$ cat src/hw/rtl/pde_pkg.sv
// Shared constants, types and codes of the postfix digit evaluator.
package pde_pkg;

  // Operand stack geometry.
  localparam int unsigned STACK_DEPTH = 16;
  localparam int unsigned DATA_W      = 32;
  localparam int unsigned CHAR_W      = 8;
  localparam int unsigned DIGIT_W     = 4;
  localparam int unsigned CNT_W       = $clog2(STACK_DEPTH + 1);
  localparam int unsigned ADDR_W      = (STACK_DEPTH > 1) ? $clog2(STACK_DEPTH) : 1;

  // Queue between front and back; the depth must be a power of two.
  localparam int unsigned QUEUE_DEPTH = 2;
  localparam int unsigned QUEUE_AW    = $clog2(QUEUE_DEPTH);
  localparam int unsigned QCNT_W      = $clog2(QUEUE_DEPTH + 1);

  // Width of the divider step counter.
  localparam int unsigned DIV_CNT_W = $clog2(DATA_W + 1);

  // Character codes.
  localparam logic [CHAR_W-1:0] CH_PLUS    = 8'h2B;
  localparam logic [CHAR_W-1:0] CH_MINUS   = 8'h2D;
  localparam logic [CHAR_W-1:0] CH_STAR    = 8'h2A;
  localparam logic [CHAR_W-1:0] CH_SLASH   = 8'h2F;
  localparam logic [CHAR_W-1:0] CH_EQUALS  = 8'h3D;
  localparam logic [CHAR_W-1:0] CH_ZERO    = 8'h30;
  localparam logic [CHAR_W-1:0] CH_NINE    = 8'h39;
  localparam logic [CHAR_W-1:0] CH_SPACE   = 8'h20;
  localparam logic [CHAR_W-1:0] CH_NEWLINE = 8'h0A;

  // Classified character kinds.
  typedef enum logic [3:0] {
    OP_DIGIT,
    OP_SPACE,
    OP_NEWLINE,
    OP_EQUALS,
    OP_ADD,
    OP_SUB,
    OP_MUL,
    OP_DIV,
    OP_OTHER
  } op_e;

  // Result status codes.
  typedef enum logic [1:0] {
    ST_OK        = 2'd0,
    ST_MALFORMED = 2'd1,
    ST_DIVZERO   = 2'd2,
    ST_OVERFLOW  = 2'd3
  } status_e;

  // One classified character as it travels through the queue.
  typedef struct packed {
    op_e                op;
    logic [DIGIT_W-1:0] digit;
  } pde_item_t;

endpackage

$ cat src/hw/rtl/pde_queue.sv
// Short FIFO that decouples the classifying front from the executing back.
module pde_queue import pde_pkg::*; (
  input  logic      clk_i,
  input  logic      rst_ni,
  input  logic      push_valid_i,
  input  pde_item_t push_item_i,
  output logic      push_ready_o,
  output logic      pop_valid_o,
  output pde_item_t pop_item_o,
  input  logic      pop_ready_i
);

  pde_item_t           slot_q [QUEUE_DEPTH];
  logic [QUEUE_AW-1:0] wptr_q, wptr_d;
  logic [QUEUE_AW-1:0] rptr_q, rptr_d;
  logic [QCNT_W-1:0]   fill_q, fill_d;
  logic                push, pop;

  assign push_ready_o = (fill_q != QCNT_W'(QUEUE_DEPTH));
  assign pop_valid_o  = (fill_q != '0);
  assign pop_item_o   = slot_q[rptr_q];
  assign push         = push_valid_i && push_ready_o;
  assign pop          = pop_valid_o && pop_ready_i;

  // Pointer and fill bookkeeping; pointers wrap naturally.
  always_comb begin
    wptr_d = push ? wptr_q + 1'b1 : wptr_q;
    rptr_d = pop ? rptr_q + 1'b1 : rptr_q;
    fill_d = fill_q;
    if (push && !pop) begin
      fill_d = fill_q + 1'b1;
    end else if (pop && !push) begin
      fill_d = fill_q - 1'b1;
    end
  end

  always_ff @(posedge clk_i or negedge rst_ni) begin
    if (!rst_ni) begin
      wptr_q <= '0;
      rptr_q <= '0;
      fill_q <= '0;
    end else begin
      wptr_q <= wptr_d;
      rptr_q <= rptr_d;
      fill_q <= fill_d;
    end
  end

  // Item storage.
  always_ff @(posedge clk_i) begin
    if (push) begin
      slot_q[wptr_q] <= push_item_i;
    end
  end

endmodule

$ cat config.mk
export PLATFORM = sky130hd
export DESIGN_NAME = pde_queue
export DESIGN_NICKNAME = d
export VERILOG_FILES = /design/src/hw/rtl/pde_pkg.sv /design/src/hw/rtl/pde_queue.sv
export SDC_FILE = /design/constraint.sdc
export NUM_CORES = 1
export LEC_CHECK = 0
export ABC_AREA = 1
export BUFFER_PORTS_ARGS = -buffer_cell sky130_fd_sc_hd__clkbuf_2
export CAP_MARGIN = 40
export CORE_MARGIN = 2
export CORE_UTILIZATION = 44
export CTS_CLUSTER_DIAMETER = 100
export DETAILED_ROUTE_END_ITERATION = 6
export PLACE_DENSITY = 0.71
export SKIP_LAST_GASP = 1
export SLEW_MARGIN = 40
export SYNTH_ARGS = -nofsm -noshare
export SYNTH_HDL_FRONTEND = slang
export SYNTH_SLANG_ARGS = --single-unit
$ cat constraint.sdc
create_clock -name clk_i -period 1.3 [get_ports clk_i]
set_input_delay 0.065 -clock clk_i [delete_from_list [all_inputs] [get_ports clk_i]]
set_output_delay 0.065 -clock clk_i [all_outputs]
set_load 0.05 [all_outputs]
==> flow_summary.json <==
{
  "layout.nets": 128,
  "synth-seq-cells": 20,
  "cp-end-kind": "output port",
  "p_sw_mw": 1.54,
  "worstPathArrival_ns": 1.20,
  "status": "completed",
  "cp_slowest_cell": "dfrtp_2",
  "diodes": 0,
  "ant_nets": 0,
  "grt_use_total_pct": 16.6,
  "die_x_um": 47.4,
  "hold_viol": 0,
  "hpwl_um": 1070,
  "path_delay_family": "flip-flops",
  "rsz0062_at_grt": "true",
  "fp.dieH_um": 47.4,
  "p_int_mw": 1.89,
  "async_reset_ff_share_pct": 20.0,
  "finalClockSkew_ns": 0.000680,
  "drc": 0,
  "p_per_area_mw_per_mm2": 2600,
  "path_cells": "buf_4 > nand2_1 > nand2_2 > buf_8",
  "finalWirelength_um": 1670,
  "drt_iter0_drc": 10,
  "postLayoutSetupSlackWorst_ns": 0.0309,
  "combPwrFrac_pct": 61.5,
  "synth_common_cells": "nand2_1 (30), edfxtp_1 (16), dfrtp_1 (4), inv_1 (4), inv_2 (3)",
  "worstMarginPinSlew_ns": 0.278,
  "synth_top_area_share_pct": 58.1,
  "place_congestion": 0.652,
  "vdd_drop_max_mv": 1.55,
  "setup_tns_ns": 0,
  "slew_violations": 0,
  "synth.largest_area_cell": "edfxtp_1",
  "synth_xor_area_share_pct": 3.03,
  "cap_viol_max_count": 0,
  "synth_cell_types": 14,
  "synth_warnings": 0,
  "row_count": 15,
  "crit_required_ns": 1.24,
  "synthAdderAreaFrac_pct": 1.51,
  "syn_nets": 83,
  "postPlaceCellArea_sq_mm": 0.00102,
  "synth_compound_area_share_pct": 0,
  "pwr-share-seq_pct": 30.1,
  "synth-edff-count": 16,
  "power_frac_clock_pct": 8.4,
  "root_buffer": "clkbuf_4",
  "grt_overflow": 0,
  "path_clk_slew_ns": 0.10,
  "final-setup-viol-count": 0,
  "grt_max_degree": 12,
  "dp.cells": 120,
  "yosysSeqAreaShare_pct": 70.2,
  "dr.pass1.iters": 4,
  "design.die.area_sq_mm": 0.00224,
  "htreeDepth": 1,
  "stdcell_count": 139,
  "start_kind": "flip-flop",
  "synth-simple-area-share_pct": 20.7,
  "grt_pass1_vias": 579,
  "max_freq_mhz": 788,
  "layout-drive-gt1-share_pct": 52.6,
  "relSlewSlack_pct": 81.5,
  "synth_top_family_by_area": "simple AND/OR/NAND/NOR gates",
  "synthCells": 70,
  "leakage_nw": 0.582,
  "routed-via-count": 641,
  "p_sw_share_pct": 44.9,
  "tritoncts": "built",
  "fin_area_sq_mm": 0.00132,
  "clock_latency_ns": 0.29,
  "muxShareOfSynthArea_pct": 0,
  "finalCritPeriodShare_pct": 97.6,
  "cts_buffer_depth": 2,
  "synth.most_common_cell": "nand2_1",
  "core_sq_mm": 0.00175,
  "min_period_ns": 1.27,
  "synth.area.top_cells": "edfxtp_1 (58%), nand2_1 (14%), dfrtp_1 (12%), nand2_4 (2.7%), xor2_2 (2.0%)",
  "max_stage_delay_ns": 0.49,
  "grt_pass1_wl_um": 2460,
  "antenna_found_initial": 0,
  "path_max_fanout": 6,
  "pre_cts_ws_ns": -0.0260,
  "synth_area_sq_um": 827,
  "vias_per_cell": 4.61,
  "hold_path.class": "input port to flip-flop",
  "io_pins": 22,
  "initial_core_util_pct": 47.4,
  "syn_area_per_cell_sq_um": 11.8,
  "wl_per_cell_um": 12.0,
  "areaGrowthSynthToFinish_pct": 59.3,
  "synth_ff_type": "edfxtp_1",
  "cp.buffers_inverters": 2,
  "numCtsBuffers": 3,
  "port_buffers": 21,
  "worst-setup-path-type": "flip-flop to output port",
  "p_total_mw": 3.43,
  "cts.sinks": 20
}
layout make-up:
cell class | count | area, sq um
multi-input combinational | 42 | 274
timing repair buffer | 41 | 369
sequential | 20 | 583
fill | 115 | 428
tap | 25 | 31.3
clock buffer | 4 | 26.3
inverter | 7 | 33.8
flip-flops by register name (all words and copies together) (netlist names):
signal	flops
wptr_q	1
fill_q	2
rptr_q	1
slot_q	16
per-stage QoR:
step,util [%],hold slack [ns]
finish,75.5,0.0344
global route,75.5,0.0424
CTS,71.2,0.0126
detailed placement,58.3,-0.119
global placement,58.3,-0.121
floorplan,-,-0.231
path summary, 6_finish.rpt:
| check | start | slack, ns | cells past startpoint | end |
|---|---|---|---|---|
| max in group asynchronous | rst_ni | 1.05 | 2 | rptr_q |
| min in group asynchronous | rst_ni | 0.10 | 2 | wptr_q |
| worst max register to register | fill_q[0] | 0.05 | 9 | fill_q[1] |
| worst max-delay path | rptr_q | 0.03 | 4 | pop_item_o[0] |
| worst min register to register | fill_q[1] | 0.59 | 2 | fill_q[1] |
| worst min-delay path | pop_ready_i | 0.03 | 3 | rptr_q |
power groups by stage:
stage / sequential, mW / clock [mW] / combinational (mW)
final: 1.03 / 0.287 / 2.11
after global routing: 1.06 / 0.321 / 2.25
after CTS: 1.02 / 0.301 / 1.86
after detailed placement: 1.04 / 0 / 1.48
after global placement: 1.03 / 0 / 1.46
after floorplan: 0.985 / 0 / 1.17
kinds of logic after synthesis:
| group | Yosys count |
|---|---|
| flops | 20 |
| buf+inv | 8 |
| fa+ha+maj | 1 |
| xor+xnor | 2 |
| simple gates | 39 |
layer usage:
layer  track usage (%)  vias to the layer above  share of wire, %
li1                  -                      315                 -
met1              19.3                      301                40
met2              30.5                       21                54
met3              2.31                        4               4.5
met4              6.67                        0               2.2
met5                 0                        -                 0
repair_timing:
action / CTS / global route
hold buffers: 9 / 0
pin swaps: 1 / 0
cloned: 0 / 0
endpoints found under the hold margin: 20 / 0
resized for setup: 20 / 22
endpoints found under the setup margin: 9 / 19
setup buffers: 3 / 3
tightest hold or removal path, delay by kind of cell:
family / cells / cell delay (ns)
simple gates: 2 / 0.13
buf+inv: 1 / 0.09
cell usage in the layout (no fill, tap or decap):
cell	Yosys	final
nand2_1	30	19
edfxtp_1	16	16
clkbuf_2	0	13
nand2_2	2	12
buf_4	0	10
dlygate4sd3_1	0	9
buf_8	0	7
inv_2	3	3
clkbuf_4	0	3
nand2_8	0	2
inv_1	4	2
nand3_1	2	2
dfrtp_1	4	2
dfrtp_2	0	2
clkinv_4	0	1
inv_4	0	1
nand2_4	2	1
nor2_2	0	1
nor2_1	2	1
xor2_2	1	1
nand4_1	1	1
xnor2_1	1	1
ha_4	0	1
clkbuf_1	0	1
clkbuf_8	0	1
buf_12	0	1
No activity file was read; power rests on OpenSTA's default activity.
